### src/hw/rtl/necir_pkg.sv
// Shared types, codes and reset values for the NEC IR frame decoder.
package necir_pkg;

  localparam int unsigned PeriodW   = 16;
  localparam int unsigned TolW      = 12;
  localparam int unsigned ByteW     = 8;
  localparam int unsigned FrameBits = 32;
  localparam int unsigned CountW    = $clog2(FrameBits);
  localparam int unsigned AddrW     = 5;
  localparam int unsigned DataW     = 32;

  localparam logic [PeriodW-1:0] HeaderCenterRst = 16'd13500;
  localparam logic [TolW-1:0]    HeaderTolRst    = 12'd500;
  localparam logic [PeriodW-1:0] BitThreshRst    = 16'd1650;
  localparam logic [PeriodW-1:0] RepeatMinRst    = 16'd12500;
  localparam logic [PeriodW-1:0] RepeatMaxRst    = 16'd13000;

  typedef enum logic [2:0] {
    REG_HEADER_CENTER = 3'd0,
    REG_HEADER_TOL    = 3'd1,
    REG_BIT_THRESH    = 3'd2,
    REG_REPEAT_MIN    = 3'd3,
    REG_REPEAT_MAX    = 3'd4
  } reg_idx_t;

  typedef enum logic [1:0] {
    PH_HUNT = 2'd0,
    PH_BITS = 2'd1,
    PH_GOOD = 2'd2
  } phase_t;

  typedef enum logic [1:0] {
    EV_FRAME  = 2'd0,
    EV_REPEAT = 2'd1,
    EV_ERROR  = 2'd2
  } event_t;

  typedef struct packed {
    logic [PeriodW-1:0] header_center;
    logic [TolW-1:0]    header_tolerance;
    logic [PeriodW-1:0] bit_threshold;
    logic [PeriodW-1:0] repeat_min;
    logic [PeriodW-1:0] repeat_max;
  } cfg_t;

  typedef struct packed {
    event_t           kind;
    logic [ByteW-1:0] address;
    logic [ByteW-1:0] command;
  } result_t;

endpackage

### src/hw/rtl/necir_regs.sv
// APB register file holding the decoder's timing windows.
module necir_regs (
  input  logic                          clk,
  input  logic                          rst_n,
  input  logic                          psel,
  input  logic                          penable,
  input  logic                          pwrite,
  input  logic [necir_pkg::AddrW-1:0]   paddr,
  input  logic [necir_pkg::DataW-1:0]   pwdata,
  output logic [necir_pkg::DataW-1:0]   prdata,
  output logic                          pready,
  output necir_pkg::cfg_t               cfg
);

  necir_pkg::cfg_t cfg_r;
  necir_pkg::reg_idx_t idx;
  logic wr_en;

  assign pready = 1'b1;
  assign idx    = necir_pkg::reg_idx_t'(paddr[necir_pkg::AddrW-1:2]);
  assign wr_en  = psel && penable && pwrite;
  assign cfg    = cfg_r;

  always_ff @(posedge clk) begin
    if (!rst_n) begin
      cfg_r.header_center    <= necir_pkg::HeaderCenterRst;
      cfg_r.header_tolerance <= necir_pkg::HeaderTolRst;
      cfg_r.bit_threshold    <= necir_pkg::BitThreshRst;
      cfg_r.repeat_min       <= necir_pkg::RepeatMinRst;
      cfg_r.repeat_max       <= necir_pkg::RepeatMaxRst;
    end else if (wr_en) begin
      case (idx)
        necir_pkg::REG_HEADER_CENTER:
          cfg_r.header_center <= pwdata[necir_pkg::PeriodW-1:0];
        necir_pkg::REG_HEADER_TOL:
          cfg_r.header_tolerance <= pwdata[necir_pkg::TolW-1:0];
        necir_pkg::REG_BIT_THRESH:
          cfg_r.bit_threshold <= pwdata[necir_pkg::PeriodW-1:0];
        necir_pkg::REG_REPEAT_MIN:
          cfg_r.repeat_min <= pwdata[necir_pkg::PeriodW-1:0];
        necir_pkg::REG_REPEAT_MAX:
          cfg_r.repeat_max <= pwdata[necir_pkg::PeriodW-1:0];
        default: ;
      endcase
    end
  end

  always_comb begin
    prdata = '0;
    case (idx)
      necir_pkg::REG_HEADER_CENTER:
        prdata = {{(necir_pkg::DataW-necir_pkg::PeriodW){1'b0}}, cfg_r.header_center};
      necir_pkg::REG_HEADER_TOL:
        prdata = {{(necir_pkg::DataW-necir_pkg::TolW){1'b0}}, cfg_r.header_tolerance};
      necir_pkg::REG_BIT_THRESH:
        prdata = {{(necir_pkg::DataW-necir_pkg::PeriodW){1'b0}}, cfg_r.bit_threshold};
      necir_pkg::REG_REPEAT_MIN:
        prdata = {{(necir_pkg::DataW-necir_pkg::PeriodW){1'b0}}, cfg_r.repeat_min};
      necir_pkg::REG_REPEAT_MAX:
        prdata = {{(necir_pkg::DataW-necir_pkg::PeriodW){1'b0}}, cfg_r.repeat_max};
      default: prdata = '0;
    endcase
  end

endmodule

### src/hw/rtl/necir_core.sv
// Frame decode state machine: header hunt, bit collection, check, repeat.
module necir_core (
  input  logic                           clk,
  input  logic                           rst_n,
  input  logic                           accept,
  input  logic [necir_pkg::PeriodW-1:0]  period,
  input  necir_pkg::cfg_t                cfg,
  output logic                           res_valid,
  output necir_pkg::result_t             res
);

  localparam int unsigned SumW = necir_pkg::PeriodW + 1;

  necir_pkg::phase_t phase_r, phase_nxt;
  logic [necir_pkg::CountW-1:0]    count_r, count_nxt;
  logic [necir_pkg::FrameBits-1:0] bits_r, bits_nxt;
  logic [necir_pkg::ByteW-1:0]     last_addr_r, last_addr_nxt;
  logic [necir_pkg::ByteW-1:0]     last_cmd_r, last_cmd_nxt;

  logic [SumW-1:0] p_plus_tol, c_plus_tol;
  logic hdr_hit, rpt_hit, bit_val, last_bit, chk_ok;
  logic [necir_pkg::FrameBits-1:0] shifted;
  logic [necir_pkg::ByteW-1:0] f_addr, f_naddr, f_cmd, f_ncmd;

  // Header window without wrap: center - tol < p  <=>  p + tol > center.
  assign p_plus_tol = SumW'(period) + SumW'(cfg.header_tolerance);
  assign c_plus_tol = SumW'(cfg.header_center) + SumW'(cfg.header_tolerance);
  assign hdr_hit    = (p_plus_tol > SumW'(cfg.header_center)) &&
                      (SumW'(period) < c_plus_tol);
  assign rpt_hit    = (period > cfg.repeat_min) && (period < cfg.repeat_max);
  assign bit_val    = period > cfg.bit_threshold;
  assign last_bit   = count_r == necir_pkg::CountW'(necir_pkg::FrameBits - 1);

  // Shift in at the top so the first bit lands in bit 0 after a full frame.
  assign shifted = {bit_val, bits_r[necir_pkg::FrameBits-1:1]};
  assign f_addr  = shifted[7:0];
  assign f_naddr = shifted[15:8];
  assign f_cmd   = shifted[23:16];
  assign f_ncmd  = shifted[31:24];
  assign chk_ok  = (f_addr == ~f_naddr) && (f_cmd == ~f_ncmd);

  // Next phase
  always_comb begin
    phase_nxt = phase_r;
    case (phase_r)
      necir_pkg::PH_BITS: begin
        if (last_bit) begin
          phase_nxt = chk_ok ? necir_pkg::PH_GOOD : necir_pkg::PH_HUNT;
        end
      end
      necir_pkg::PH_GOOD: begin
        if (!rpt_hit) begin
          phase_nxt = hdr_hit ? necir_pkg::PH_BITS : necir_pkg::PH_HUNT;
        end
      end
      default: begin
        phase_nxt = hdr_hit ? necir_pkg::PH_BITS : necir_pkg::PH_HUNT;
      end
    endcase
  end

  // Datapath and result
  always_comb begin
    count_nxt     = count_r;
    bits_nxt      = bits_r;
    last_addr_nxt = last_addr_r;
    last_cmd_nxt  = last_cmd_r;
    res_valid     = 1'b0;
    res.kind      = necir_pkg::EV_FRAME;
    res.address   = '0;
    res.command   = '0;
    case (phase_r)
      necir_pkg::PH_BITS: begin
        count_nxt = count_r + 1'b1;
        bits_nxt  = shifted;
        if (last_bit) begin
          res_valid = 1'b1;
          if (chk_ok) begin
            last_addr_nxt = f_addr;
            last_cmd_nxt  = f_cmd;
            res.address   = f_addr;
            res.command   = f_cmd;
          end else begin
            res.kind = necir_pkg::EV_ERROR;
          end
        end
      end
      necir_pkg::PH_GOOD: begin
        if (rpt_hit) begin
          res_valid   = 1'b1;
          res.kind    = necir_pkg::EV_REPEAT;
          res.address = last_addr_r;
          res.command = last_cmd_r;
        end else if (hdr_hit) begin
          count_nxt = '0;
          bits_nxt  = '0;
        end
      end
      default: begin
        if (hdr_hit) begin
          count_nxt = '0;
          bits_nxt  = '0;
        end
      end
    endcase
  end

  always_ff @(posedge clk) begin
    if (!rst_n) begin
      phase_r     <= necir_pkg::PH_HUNT;
      count_r     <= '0;
      bits_r      <= '0;
      last_addr_r <= '0;
      last_cmd_r  <= '0;
    end else if (accept) begin
      phase_r     <= phase_nxt;
      count_r     <= count_nxt;
      bits_r      <= bits_nxt;
      last_addr_r <= last_addr_nxt;
      last_cmd_r  <= last_cmd_nxt;
    end
  end

endmodule

### src/hw/rtl/necir_out_buf.sv
// Result register with a skid stage between decoder and output channel.
module necir_out_buf (
  input  logic                clk,
  input  logic                rst_n,
  input  logic                wr_en,
  input  necir_pkg::result_t  wr_data,
  output logic                full,
  output logic                out_valid,
  input  logic                out_stall,
  output necir_pkg::result_t  out_data
);

  logic               main_vld_r, skid_vld_r;
  necir_pkg::result_t main_r, skid_r;
  logic               pop;

  assign pop       = main_vld_r && !out_stall;
  assign full      = skid_vld_r;
  assign out_valid = main_vld_r;
  assign out_data  = main_r;

  always_ff @(posedge clk) begin
    if (!rst_n) begin
      main_vld_r <= 1'b0;
      skid_vld_r <= 1'b0;
    end else begin
      if (skid_vld_r) begin
        // no writes while skid is full; drain it into main on pop
        if (pop) begin
          skid_vld_r <= 1'b0;
        end
      end else if (wr_en) begin
        if (main_vld_r && !pop) begin
          skid_vld_r <= 1'b1;
        end else begin
          main_vld_r <= 1'b1;
        end
      end else if (pop) begin
        main_vld_r <= 1'b0;
      end
    end
  end

  always_ff @(posedge clk) begin
    if (skid_vld_r) begin
      if (pop) begin
        main_r <= skid_r;
      end
    end else if (wr_en) begin
      if (main_vld_r && !pop) begin
        skid_r <= wr_data;
      end else begin
        main_r <= wr_data;
      end
    end
  end

endmodule

### src/hw/rtl/nec_ir_frame_decoder.sv
// Top level of the NEC infrared frame decoder.
//
// Input channel: one beat per measured falling-to-falling period (in_period_us,
// microseconds), taken when in_valid is high and in_stall is low.
// Output channel: one beat per decoded event (out_event_kind: new frame,
// repeat of last frame, complement check error; plus out_address and
// out_command), delivered when out_valid is high and out_stall is low.
// Most periods produce no beat; the 32nd data bit of a frame and a period in
// the repeat window after a good frame produce exactly one.
// Throughput: one period per clock cycle while in_stall is low. The decode is
// a single pass of compare and shift logic between the state registers and the
// result register, so each result is registered before it reaches the output.
// The result register is backed by a one-entry skid stage: input keeps
// flowing while a result waits; in_stall rises only when both hold a
// result, and drops at the same edge at which the receiver takes one.
// Configuration: APB port, registers at byte offsets 0x00 header center,
// 0x04 header tolerance, 0x08 bit threshold, 0x0C repeat min, 0x10 repeat
// max; write only while idle. pready is tied high.
// Reset (rst_n low, synchronous): timing registers return to their nominal
// NEC values, decoding returns to header hunt, buffered results are dropped.
module nec_ir_frame_decoder (
  input  logic                          clk,
  input  logic                          rst_n,
  // input channel
  input  logic                          in_valid,
  output logic                          in_stall,
  input  logic [necir_pkg::PeriodW-1:0] in_period_us,
  // output channel
  output logic                          out_valid,
  input  logic                          out_stall,
  output logic [1:0]                    out_event_kind,
  output logic [necir_pkg::ByteW-1:0]   out_address,
  output logic [necir_pkg::ByteW-1:0]   out_command,
  // configuration port
  input  logic                          psel,
  input  logic                          penable,
  input  logic                          pwrite,
  input  logic [necir_pkg::AddrW-1:0]   paddr,
  input  logic [necir_pkg::DataW-1:0]   pwdata,
  output logic [necir_pkg::DataW-1:0]   prdata,
  output logic                          pready
);

  necir_pkg::cfg_t    cfg;
  necir_pkg::result_t res, out_res;
  logic               res_valid;
  logic               buf_full;
  logic               accept;

  // Take a beat whenever the skid stage has room.
  assign in_stall = buf_full;
  assign accept   = in_valid && !buf_full;

  necir_regs u_regs (
    .clk     (clk),
    .rst_n   (rst_n),
    .psel    (psel),
    .penable (penable),
    .pwrite  (pwrite),
    .paddr   (paddr),
    .pwdata  (pwdata),
    .prdata  (prdata),
    .pready  (pready),
    .cfg     (cfg)
  );

  necir_core u_core (
    .clk       (clk),
    .rst_n     (rst_n),
    .accept    (accept),
    .period    (in_period_us),
    .cfg       (cfg),
    .res_valid (res_valid),
    .res       (res)
  );

  // Push a result only for an accepted beat that produced one.
  necir_out_buf u_out_buf (
    .clk       (clk),
    .rst_n     (rst_n),
    .wr_en     (accept && res_valid),
    .wr_data   (res),
    .full      (buf_full),
    .out_valid (out_valid),
    .out_stall (out_stall),
    .out_data  (out_res)
  );

  assign out_event_kind = out_res.kind;
  assign out_address    = out_res.address;
  assign out_command    = out_res.command;

endmodule

### config.mk
export PLATFORM = sky130hd
export DESIGN_NAME = nec_ir_frame_decoder
export DESIGN_NICKNAME = d
export VERILOG_FILES = /design/src/hw/rtl/necir_pkg.sv /design/src/hw/rtl/necir_regs.sv /design/src/hw/rtl/necir_core.sv /design/src/hw/rtl/necir_out_buf.sv /design/src/hw/rtl/nec_ir_frame_decoder.sv
export SDC_FILE = /design/constraint.sdc
export NUM_CORES = 1
export LEC_CHECK = 0
export BUFFER_PORTS_ARGS = -buffer_cell sky130_fd_sc_hd__buf_2
export CORE_ASPECT_RATIO = 1.75
export CORE_UTILIZATION = 50
export DETAILED_ROUTE_END_ITERATION = 8
export GPL_ROUTABILITY_DRIVEN = 0
export PLACE_DENSITY = 0.7
export SYNTH_ARGS = -nofsm -noshare
export SYNTH_HDL_FRONTEND = slang
export SYNTH_SLANG_ARGS = --single-unit
### constraint.sdc
create_clock -name clk -period 7.25 [get_ports clk]
set_input_delay 1.8125 -clock clk [delete_from_list [all_inputs] [get_ports clk]]
set_output_delay 1.8125 -clock clk [all_outputs]
set_load 0.01 [all_outputs]
==> results of run 1 <==
-- critical path: stages --
cell      delay [ns]
buf_2           0.14
ha_1            0.30
a21o_1          0.18
a21oi_1         0.21
o21bai_1        0.12
a31oi_1         0.25
o21ai_0         0.17
o21a_1          0.22
o21ai_0         0.19
xnor2_1         0.12
ha_1            0.30
and4_1          0.17
nand4_1         0.14
o32ai_1         0.29
a21oi_1         0.06
a211oi_1        0.47
a31oi_4         0.13
o31ai_4         0.19
buf_4           0.36
mux2_2          0.22
-- where the power goes --
group / switching, mW / total (mW) / internal (mW) / leakage (nW)
logic: 0.151 / 0.233 / 0.0819 / 2.86
clock network: 0.382 / 0.888 / 0.506 / 0.276
registers: 0.00542 / 0.961 / 0.956 / 1.47
-- cells in the mapped netlist (all sizes together) (9+ instances only) --
cell type / n
xor2: 10
a21oi: 88
o21ai: 61
a31oi: 17
nand2: 198
xnor2: 32
ha: 106
clkbuf: 44
nand3: 45
a21o: 9
nor2: 32
nor2b: 9
a22oi: 25
dfxtp: 132
buf: 38
o211ai: 36
edfxtp: 36
nor3: 9
nand4: 31
mux2: 18
inv: 81
a22o: 32
o22ai: 12
nand4bb: 15
-- sequential cells by signal, indices dropped and copies added (netlist names), 2 cells and up --
name / count
u_core.phase_r: 2
u_core.last_cmd_r: 8
u_out_buf.out_data: 18
u_core.last_addr_r: 8
u_core.bits_r: 31
u_out_buf.skid_r: 18
u_regs.cfg: 76
u_core.count_r: 5
-- worst max-delay path by stage --
stage | from | end | cells after the start
floorplan | in_period_us[1] | u_core.bits_r[16]$_SDFFE_PN0P_ | 19
finish | in_period_us[1] | u_core.count_r[0]$_SDFFE_PN0P_ | 20
global route | in_period_us[0] | u_core.count_r[0]$_SDFFE_PN0P_ | 21
detailed placement | in_period_us[1] | u_core.count_r[0]$_SDFFE_PN0P_ | 20
global placement | in_period_us[1] | u_core.count_r[0]$_SDFFE_PN0P_ | 20
CTS | in_period_us[1] | u_core.count_r[0]$_SDFFE_PN0P_ | 20
-- layout make-up --
type	count	area (um2)
clock inverter	12	118
timing repair buffer	90	483
multi-input combinational	888	6130
sequential	168	3720
clock buffer	20	468
inverter	81	304
tap	248	310
fill	1884	8920
-- cells by family (layout without fill, tap and decap cells) --
family | after synthesis | count (layout) | synth area share (%)
flip-flops | 168 | 168 | 35.4
other | 2 | 17 | 0.0714
buffers and inverters | 163 | 203 | 6.98
adder cells (fa/ha/maj) | 108 | 108 | 13.0
AND/OR/NAND/NOR | 378 | 378 | 17.4
multiplexers | 23 | 23 | 2.44
XOR/XNOR | 42 | 42 | 3.50
AO/OA/AOI/OAI | 320 | 320 | 21.2
-- stage by stage --
stage | hold WS [ns] | setup slack (ns) | cells | instance area (um2)
floorplan | 0.429 | 2.03 | 1219 | 10600
global placement | 0.436 | 1.17 | 1475 | 11000
detailed placement | 0.444 | 1.12 | 1475 | 11000
CTS | 0.451 | 1.55 | 1507 | 11500
global route | 0.469 | 1.26 | 1507 | 11500
finish | 0.447 | 1.57 | 1507 | 11500
-- layer usage --
| layer | part of all wire, % | global-route usage, % | up-vias |
|---|---|---|---|
| li1 | - | - | 4402 |
| met1 | 34 | 24.5 | 4212 |
| met2 | 54 | 50.4 | 252 |
| met3 | 3.7 | 4.28 | 105 |
| met4 | 8.4 | 20.5 | 0 |
| met5 | 0 | 0 | - |
==> impl_metrics.yaml, run 1 <==
place:
  io_buffers: 77
  detailed_place_hpwl_mm: 21.6
timing:
  relSlewSlack_pct: 21.6
  fin_crit_ns: 5.68
  fin_crit_sh_pct: 78.4
  worst_pin_slew_ns: 1.17
  timing.fmax_mhz: 176
  maxSlewViolCount: 0
  setup_viol: 0
  grt_setup_unrepaired: "false"
  hold_violations: 0
  finalClockSkew_ns: 0.00876
  fin_tns_setup_ns: 0
setup_path:
  r2r_slack_ns: 2.54
  path_class: "in -> reg"
  crit_fanout: 34
  critPathCaptureType: "register"
  r2r_cells: 17
  r2r-start: "u_regs.cfg[60]$_SDFFE_PN0P_"
  arrival_ns: 6.06
  r2r-end: "u_core.count_r[0]$_SDFFE_PN0P_"
  cp.required_ns: 7.62
  worst_setup_path_start_kind: "primary input"
routing:
  drt_iter0_drc: 491
  wl_per_cell_um: 18.9
  via_per_inst: 5.95
  wirelength_mm: 28.4
  drcViolationCount: 8
  first_pass_iters: 9
  drtAntennaViolNets: 0
  vias: 8971
layout:
  layout_common_cells: "198 x nand2_1, 132 x dfxtp_1, 106 x ha_1"
  nNetsFinal: 1414
  layout_commonest_cell: "nand2_1"
  drive_above_1_share_pct: 15.6
  antenna_cells: 0
  area_delta_synth_final_pct: 9.73
  post-route-util_pct: 56.4
synth:
  yosys_warnings: 0
  synth_area_um2: 10500
  synth.distinct_cells: 69
  avgSynthCellArea_um2: 8.73
  synth.area.top_cells: "dfxtp_1 25%, ha_1 13%, edfxtp_1 10%"
  synth_ff_type: "dfxtp_1"
  synth_edf_count: 36
  yosysSeqAreaShare_pct: 35.4
  synth_cells: 1204
  yosys.area.top_type_share_pct: 25.1
  synthArstFlopShare_pct: 0
  ys_ff_latch: 168
  yosysTopAreaCell: "dfxtp_1"
die:
  die_w_um: 112
  ios: 113
  start_util_pct: 51.4
  die_h_um: 194
  coreArea_um2: 20500
  fp.dieArea_um2: 21600
  row_count: 69
global_route:
  first_global_vias: 8473
  track_usage_pct: 26.4
  grt_pass1_wl_mm: 44.1
  antenna_found_initial: 0
  grt-ovfl-total: 0
  grt_max_degree: 75
power:
  irDropWorstVdd_v: 0.000141
  powerDensity_nw_per_um2: 180
  finalPower_mw: 2.08
  p_leak_nw: 4.60
clock_network:
  postCtsResizedCells: 0
  cts_tree: "built"
  htreeDepth: 4
  root_buffer: "clkbuf_16"
  cts_buffers: 17
  clkSlewWorstSetupHoldPaths_ns: 0.06
  insertion_delay_ns: 0.43
  cts.hold.buffers_added: 0
  clock_path_buffers: 2
  cts_sinks: 168
  post_cts_buffers: 0
hold_path:
  hp-class: "reg -> reg"
  worstHoldEndpoint: "u_core.last_addr_r[7]$_SDFFE_PN0P_"
  hp-start: "u_core.last_addr_r[7]$_SDFFE_PN0P_"
  whs_path_depth: 2
status:
  outcome: "finished, violations left"
  violations: "design-rule violations"
job:
  drv_cap: 0
(Power assumes the default switching activity.)
==> inputs of run 2 (changes only) <==
==> constraint.sdc (replaced) <==
create_clock -name clk -period 5.4 [get_ports clk]
set_input_delay 1.35 -clock clk [delete_from_list [all_inputs] [get_ports clk]]
set_output_delay 1.35 -clock clk [all_outputs]
set_load 0.01 [all_outputs]
==> impl_metrics.yaml, run 2 (synthesis gave the netlist of run 1 again) <==
status:
  outcome: "finished, violations left"
  violations: "design-rule violations"
clock_network:
  htreeDepth: 4
  cts_sinks: 168
  cts_tree: "built"
  clkSlewWorstSetupHoldPaths_ns: 0.07
  cts_buffers: 17
  postCtsResizedCells: 0
  root_buffer: "clkbuf_16"
  post_cts_buffers: 0
  insertion_delay_ns: 0.43
  cts.hold.buffers_added: 0
  clock_path_buffers: 2
setup_path:
  r2r-start: "u_regs.cfg[60]$_SDFFE_PN0P_"
  startpoint: "in_period_us[1]"
  cp_top_family: "compound AO/OA/AOI/OAI gates"
  r2r-end: "u_core.count_r[0]$_SDFFE_PN0P_"
  crit_end: "u_core.count_r[0]$_SDFFE_PN0P_"
  path_depth: 20
  worst_setup_path_start_kind: "primary input"
  crit_slowest_cell: "a211oi_1"
  r2r_slack_ns: 0.82
  r2r_cells: 17
  crit_fanout: 34
  crit_chain: "buf_2, ha_1, a21o_1, a21oi_1, o21bai_1, a31oi_1, o21ai_0, o21a_1, o21ai_0, xnor2_1, ha_1, and4_1, nand4_1, o32ai_1, a21oi_1, a211oi_1, a31oi_4, o31ai_4, buf_12, mux2_2"
  arrival_ns: 5.38
  path_class: "in -> reg"
  path_buf_inv: 2
  cp.required_ns: 5.77
  slowest_delay_ns: 0.45
  critPathCaptureType: "register"
global_route:
  grt_max_degree: 74
  track_usage_pct: 27.2
  grt-ovfl-total: 0
  antenna_found_initial: 0
  grt_pass1_wl_mm: 44.9
  first_global_vias: 8672
routing:
  wirelength_mm: 29.3
  wl_per_cell_um: 19.2
  first_pass_iters: 9
  drt_iter0_drc: 500
  drtAntennaViolNets: 0
  via_per_inst: 5.97
  drcViolationCount: 6
  vias: 9090
die:
  row_count: 69
  coreArea_um2: 20500
  fp.dieArea_um2: 21600
  die_h_um: 194
  ios: 113
  die_w_um: 112
  start_util_pct: 51.4
layout:
  nNetsFinal: 1429
  area_delta_synth_final_pct: 10.8
  antenna_cells: 0
  drive_above_1_share_pct: 16.8
  layout_common_cells: "198 x nand2_1, 132 x dfxtp_1, 106 x ha_1"
  layout_commonest_cell: "nand2_1"
  post-route-util_pct: 56.9
  largest_reg_flops: 76
timing:
  hold_ws_ns: 0.448
  relSlewSlack_pct: 14.2
  maxSlewViolCount: 0
  finalClockSkew_ns: 0.00852
  hold_violations: 0
  timing.fmax_mhz: 200
  worst_pin_slew_ns: 1.29
  grt_setup_unrepaired: "false"
  fin_crit_sh_pct: 92.6
  fin_crit_ns: 5.00
  setup_viol: 0
power:
  p_leak_nw: 4.69
  irDropWorstVdd_v: 0.000171
  finalPower_mw: 2.80
  powerDensity_nw_per_um2: 240
place:
  detailed_place_hpwl_mm: 22.6
  io_buffers: 77
job:
  drv_cap: 0
hold_path:
  hp-class: "reg -> reg"
[run 2: cell types whose count changed in the layout (fill, tap and decap cells not counted)]
cell / previous run / this run
inv_4: 0 / 1
buf_12: 0 / 1
inv_6: 2 / 4
bufinv_16: 1 / 0
buf_4: 13 / 27
clkinv_4: 5 / 4
clkinvlp_4: 3 / 0
clkbuf_1: 1 / 0
clkinv_2: 0 / 2
clkinv_1: 1 / 0
inv_8: 0 / 2
[run 2: report_power, final]
part	switching, mW	internal [mW]	leakage [nW]	total, mW
clock network	0.539	0.642	0.288	1.18
logic	0.210	0.119	2.93	0.328
registers	0.00740	1.28	1.47	1.29
total	0.756	2.04	4.69	2.80
[run 2: final cells by class]
type | instances | area, um2
Fill cell | 1867 | 8810
Tap cell | 248 | 310
Multi-Input combinational cell | 888 | 6130
Clock inverter | 13 | 109
Sequential cell | 168 | 3720
Timing Repair Buffer | 105 | 608
Inverter | 81 | 304
Clock buffer | 19 | 464
[run 2: worst min-delay path, cell delays in order, from the launching register on]
cell	delay, ns
dfxtp_1	0.31
nand2_1	0.05
o21ai_1	0.05
[run 2: how the worst min path moves through the flow]
stage          slack (ns)                          startpoint                                 end  cells past startpoint
6_report             0.45  u_core.last_addr_r[6]$_SDFFE_PN0P_  u_core.last_addr_r[6]$_SDFFE_PN0P_                      2
5_1_grt              0.47         u_regs.cfg[35]$_SDFFE_PN0P_         u_regs.cfg[35]$_SDFFE_PN0P_                      2
4_1_cts              0.45  u_core.last_addr_r[5]$_SDFFE_PN0P_  u_core.last_addr_r[5]$_SDFFE_PN0P_                      2
3_5_place_dp         0.44  u_core.last_addr_r[5]$_SDFFE_PN0P_  u_core.last_addr_r[5]$_SDFFE_PN0P_                      2
3_3_place_gp         0.44  u_core.last_addr_r[7]$_SDFFE_PN0P_  u_core.last_addr_r[7]$_SDFFE_PN0P_                      2
2_1_floorplan        0.43  u_core.last_addr_r[0]$_SDFFE_PN0P_  u_core.last_addr_r[0]$_SDFFE_PN0P_                      2
[run 2: metal layers]
| metal | part of all wire (%) | routed length [um] | GRT usage, % |
|---|---|---|---|
| met5 | 0 | 0 | 0 |
| met3 | 3.6 | 1050 | 3.53 |
| met1 | 33 | 9640 | 23.9 |
| met4 | 10 | 3010 | 26.0 |
| met2 | 53 | 15600 | 51.7 |
[run 2: metrics by stage]
step                      setup TNS [ns]  instance area [um2]  cells  worst slack [ns]
final                                  0                11700   1522             0.399
after global routing                   0                11700   1522           0.00856
after CTS                              0                11700   1522             0.372
after detailed placement           -1.01                11100   1490           -0.0518
after global placement           -0.0169                11100   1490           -0.0169
after floorplan                        0                10600   1219             0.640
==> inputs of run 3 (changes only) <==
--- a/config.mk
+++ b/config.mk
@@ -10,7 +10,8 @@
 export CORE_UTILIZATION = 50
 export DETAILED_ROUTE_END_ITERATION = 8
 export GPL_ROUTABILITY_DRIVEN = 0
-export PLACE_DENSITY = 0.7
+export PLACE_DENSITY = 0.69
 export SYNTH_ARGS = -nofsm -noshare
 export SYNTH_HDL_FRONTEND = slang
+export SYNTH_HIERARCHICAL = 1
 export SYNTH_SLANG_ARGS = --single-unit
==> constraint.sdc (replaced) <==
create_clock -name clk -period 6.1 [get_ports clk]
set_input_delay 1.525 -clock clk [delete_from_list [all_inputs] [get_ports clk]]
set_output_delay 1.525 -clock clk [all_outputs]
set_load 0.01 [all_outputs]
==> impl_metrics.yaml, run 3 <==
layout:
  post-route-util_pct: 55.4
  area_delta_synth_final_pct: 8.95
  antenna_cells: 0
  layout_commonest_cell: "nand2_1"
  layout_common_cells: "161 x nand2_1, 132 x dfxtp_1, 105 x ha_1"
  largest_reg_flops: 76
  multi_input_area_um2: 7080
  num-fill-cells: 2042
  fin_area_um2: 12600
  final_cells: 1646
  drive_above_1_share_pct: 14.0
  nNetsFinal: 1501
  seqCellArea_um2: 3720
clock_network:
  insertion_delay_ns: 0.44
  post_cts_buffers: 0
  root_buffer: "clkbuf_16"
  clkSlewWorstSetupHoldPaths_ns: 0.07
  cts_tree: "built"
  clock_path_buffers: 2
  cts_sinks: 168
  cts.hold.buffers_added: 0
  htreeDepth: 4
  cts_buffers: 17
  postCtsResizedCells: 0
synth:
  synth_common_cells: "161 x nand2_1, 132 x dfxtp_1, 106 x ha_1, 99 x inv_1, 85 x mux2i_1"
  synth_area_um2: 11600
  synth.area.top_cells: "dfxtp_1 23%, ha_1 11%, edfxtp_1 9.3%"
  yosysSeqAreaShare_pct: 32.2
  synth_cells: 1297
  yosysMostFrequentCell: "nand2_1"
  synth_ff_type: "dfxtp_1"
  yosys_warnings: 6
  avgSynthCellArea_um2: 8.92
  synthArstFlopShare_pct: 0
  ys_ff_latch: 168
  yosysTopAreaCell: "dfxtp_1"
  yosys.area.top_type_share_pct: 22.8
  synth_edf_count: 36
  synth.distinct_cells: 75
setup_path:
  path_common_cell: "o21ai_0"
  crit_slowest_cell: "o21ai_0"
  critPathCaptureType: "register"
  arrival_ns: 5.63
  path_class: "in -> reg"
  cp.required_ns: 6.45
  worst_setup_path_start_kind: "primary input"
  crit_chain: "buf_2, ha_1, inv_1, fa_1, nor2b_1, o31a_1, o211ai_1, a21boi_0, o21ai_0, nor4b_1, a311o_1, ha_1, a21oi_1, nor2_1, a2111oi_0, o21ai_0, o21ai_0, a32oi_4, buf_12, o221ai_1"
  slowest_delay_ns: 0.40
  crit_fanout: 25
global_route:
  grt_max_degree: 77
  first_global_vias: 9450
  grt-ovfl-total: 0
  grt_pass1_wl_mm: 51.0
  track_usage_pct: 28.9
  antenna_found_initial: 0
die:
  die_h_um: 203
  row_count: 73
  die_w_um: 117
  fp.dieArea_um2: 23800
  coreArea_um2: 22700
  start_util_pct: 50.9
  ios: 113
timing:
  hold_violations: 0
  worst_pin_slew_ns: 1.19
  setup_slack_ns: 0.819
  fin_tns_setup_ns: 0
  hold_ws_ns: 0.459
  setup_viol: 0
  fin_crit_ns: 5.28
  relSlewSlack_pct: 20.4
  maxSlewViolCount: 0
  grt_setup_unrepaired: "false"
  timing.fmax_mhz: 189
  fin_crit_sh_pct: 86.6
  finalClockSkew_ns: 0.0128
place:
  dp_slack_ns: 0.512
  placed_area_um2: 12100
  detailed_place_hpwl_mm: 23.6
  io_buffers: 77
  dpl.cell_count: 1614
power:
  powerDensity_nw_per_um2: 195
  finalPower_mw: 2.46
  p_leak_nw: 5.24
  irDropWorstVdd_v: 0.000198
routing:
  via_per_inst: 5.83
  wirelength_mm: 33.0
  first_pass_iters: 7
  drcViolationCount: 0
  drt_iter0_drc: 628
  drtAntennaViolNets: 0
  wl_per_cell_um: 20.1
  vias: 9599
status:
  outcome: "finished, final reports clean"
hold_path:
  hp-class: "reg -> reg"
job:
  drv_cap: 0
==> run 3: cell count changes in the layout (fill, tap and decap cells not counted), sizes merged, moves of 26 or more <==
cell	delta
a21oi	-52
mux2	+31
nor2b	+26
mux2i	+81
a22o	-32
nand2	-37
nand3b	+35
==> run 3: logic make-up after synthesis <==
kind of cell,Yosys count,synth area share (%)
AO/OA/AOI/OAI,237,13.9
XOR/XNOR,38,2.88
adder cells (fa/ha/maj),108,11.8
buffers and inverters,188,7.49
flip-flops,168,32.2
multiplexers,135,12.9
other,2,0.0649
AND/OR/NAND/NOR,421,18.8
==> run 3: area by class of cell <==
type	count	share of cell area, %
well taps	300	2.98
clock buffers	26	4.04
repair buffers	91	4.04
multi-input cells	956	56.2
flip-flops and latches	168	29.5
clock inverters	6	0.308
inverters	99	2.95
==> run 3: metal layers <==
| metal | GRT usage [%] | vias to the layer above | wire [um] |
|---|---|---|---|
| met5 | 0 | - | 0 |
| met3 | 7.46 | 110 | 1760 |
| met4 | 23.3 | 0 | 2700 |
| met1 | 28.3 | 4555 | 11900 |
| met2 | 50.4 | 286 | 16700 |
| li1 | - | 4648 | - |
==> run 3: worst paths after layout <==
kind | startpoint | end | slack [ns] | depth (start not counted)
setup / recovery | in_period_us[0] | u_core/count_r[3]$_SDFFE_PN0P_ | 0.82 | 20
hold / removal | u_core/last_cmd_r[0]$_SDFFE_PN0P_ | u_core/last_cmd_r[0]$_SDFFE_PN0P_ | 0.46 | 2
setup reg to reg | u_regs/cfg[49]$_SDFFE_PN0P_ | u_core/count_r[3]$_SDFFE_PN0P_ | 1.32 | 18
hold reg to reg | u_core/last_cmd_r[0]$_SDFFE_PN0P_ | u_core/last_cmd_r[0]$_SDFFE_PN0P_ | 0.46 | 2
==> run 3: critical path: cells and delay by family <==
kind,cells,cell delay (ns)
buffers and inverters,3,0.41
AOI/OAI and AO/OA,11,2.42
adders and majority gates,3,0.85
and+or+nand+nor,3,0.39
==> run 3: power by group <==
group          switching [mW]  internal [mW]  total, mW
clock network           0.445          0.575       1.02
logic                   0.186          0.111      0.297
registers             0.00868           1.14       1.14
total                   0.640           1.82       2.46
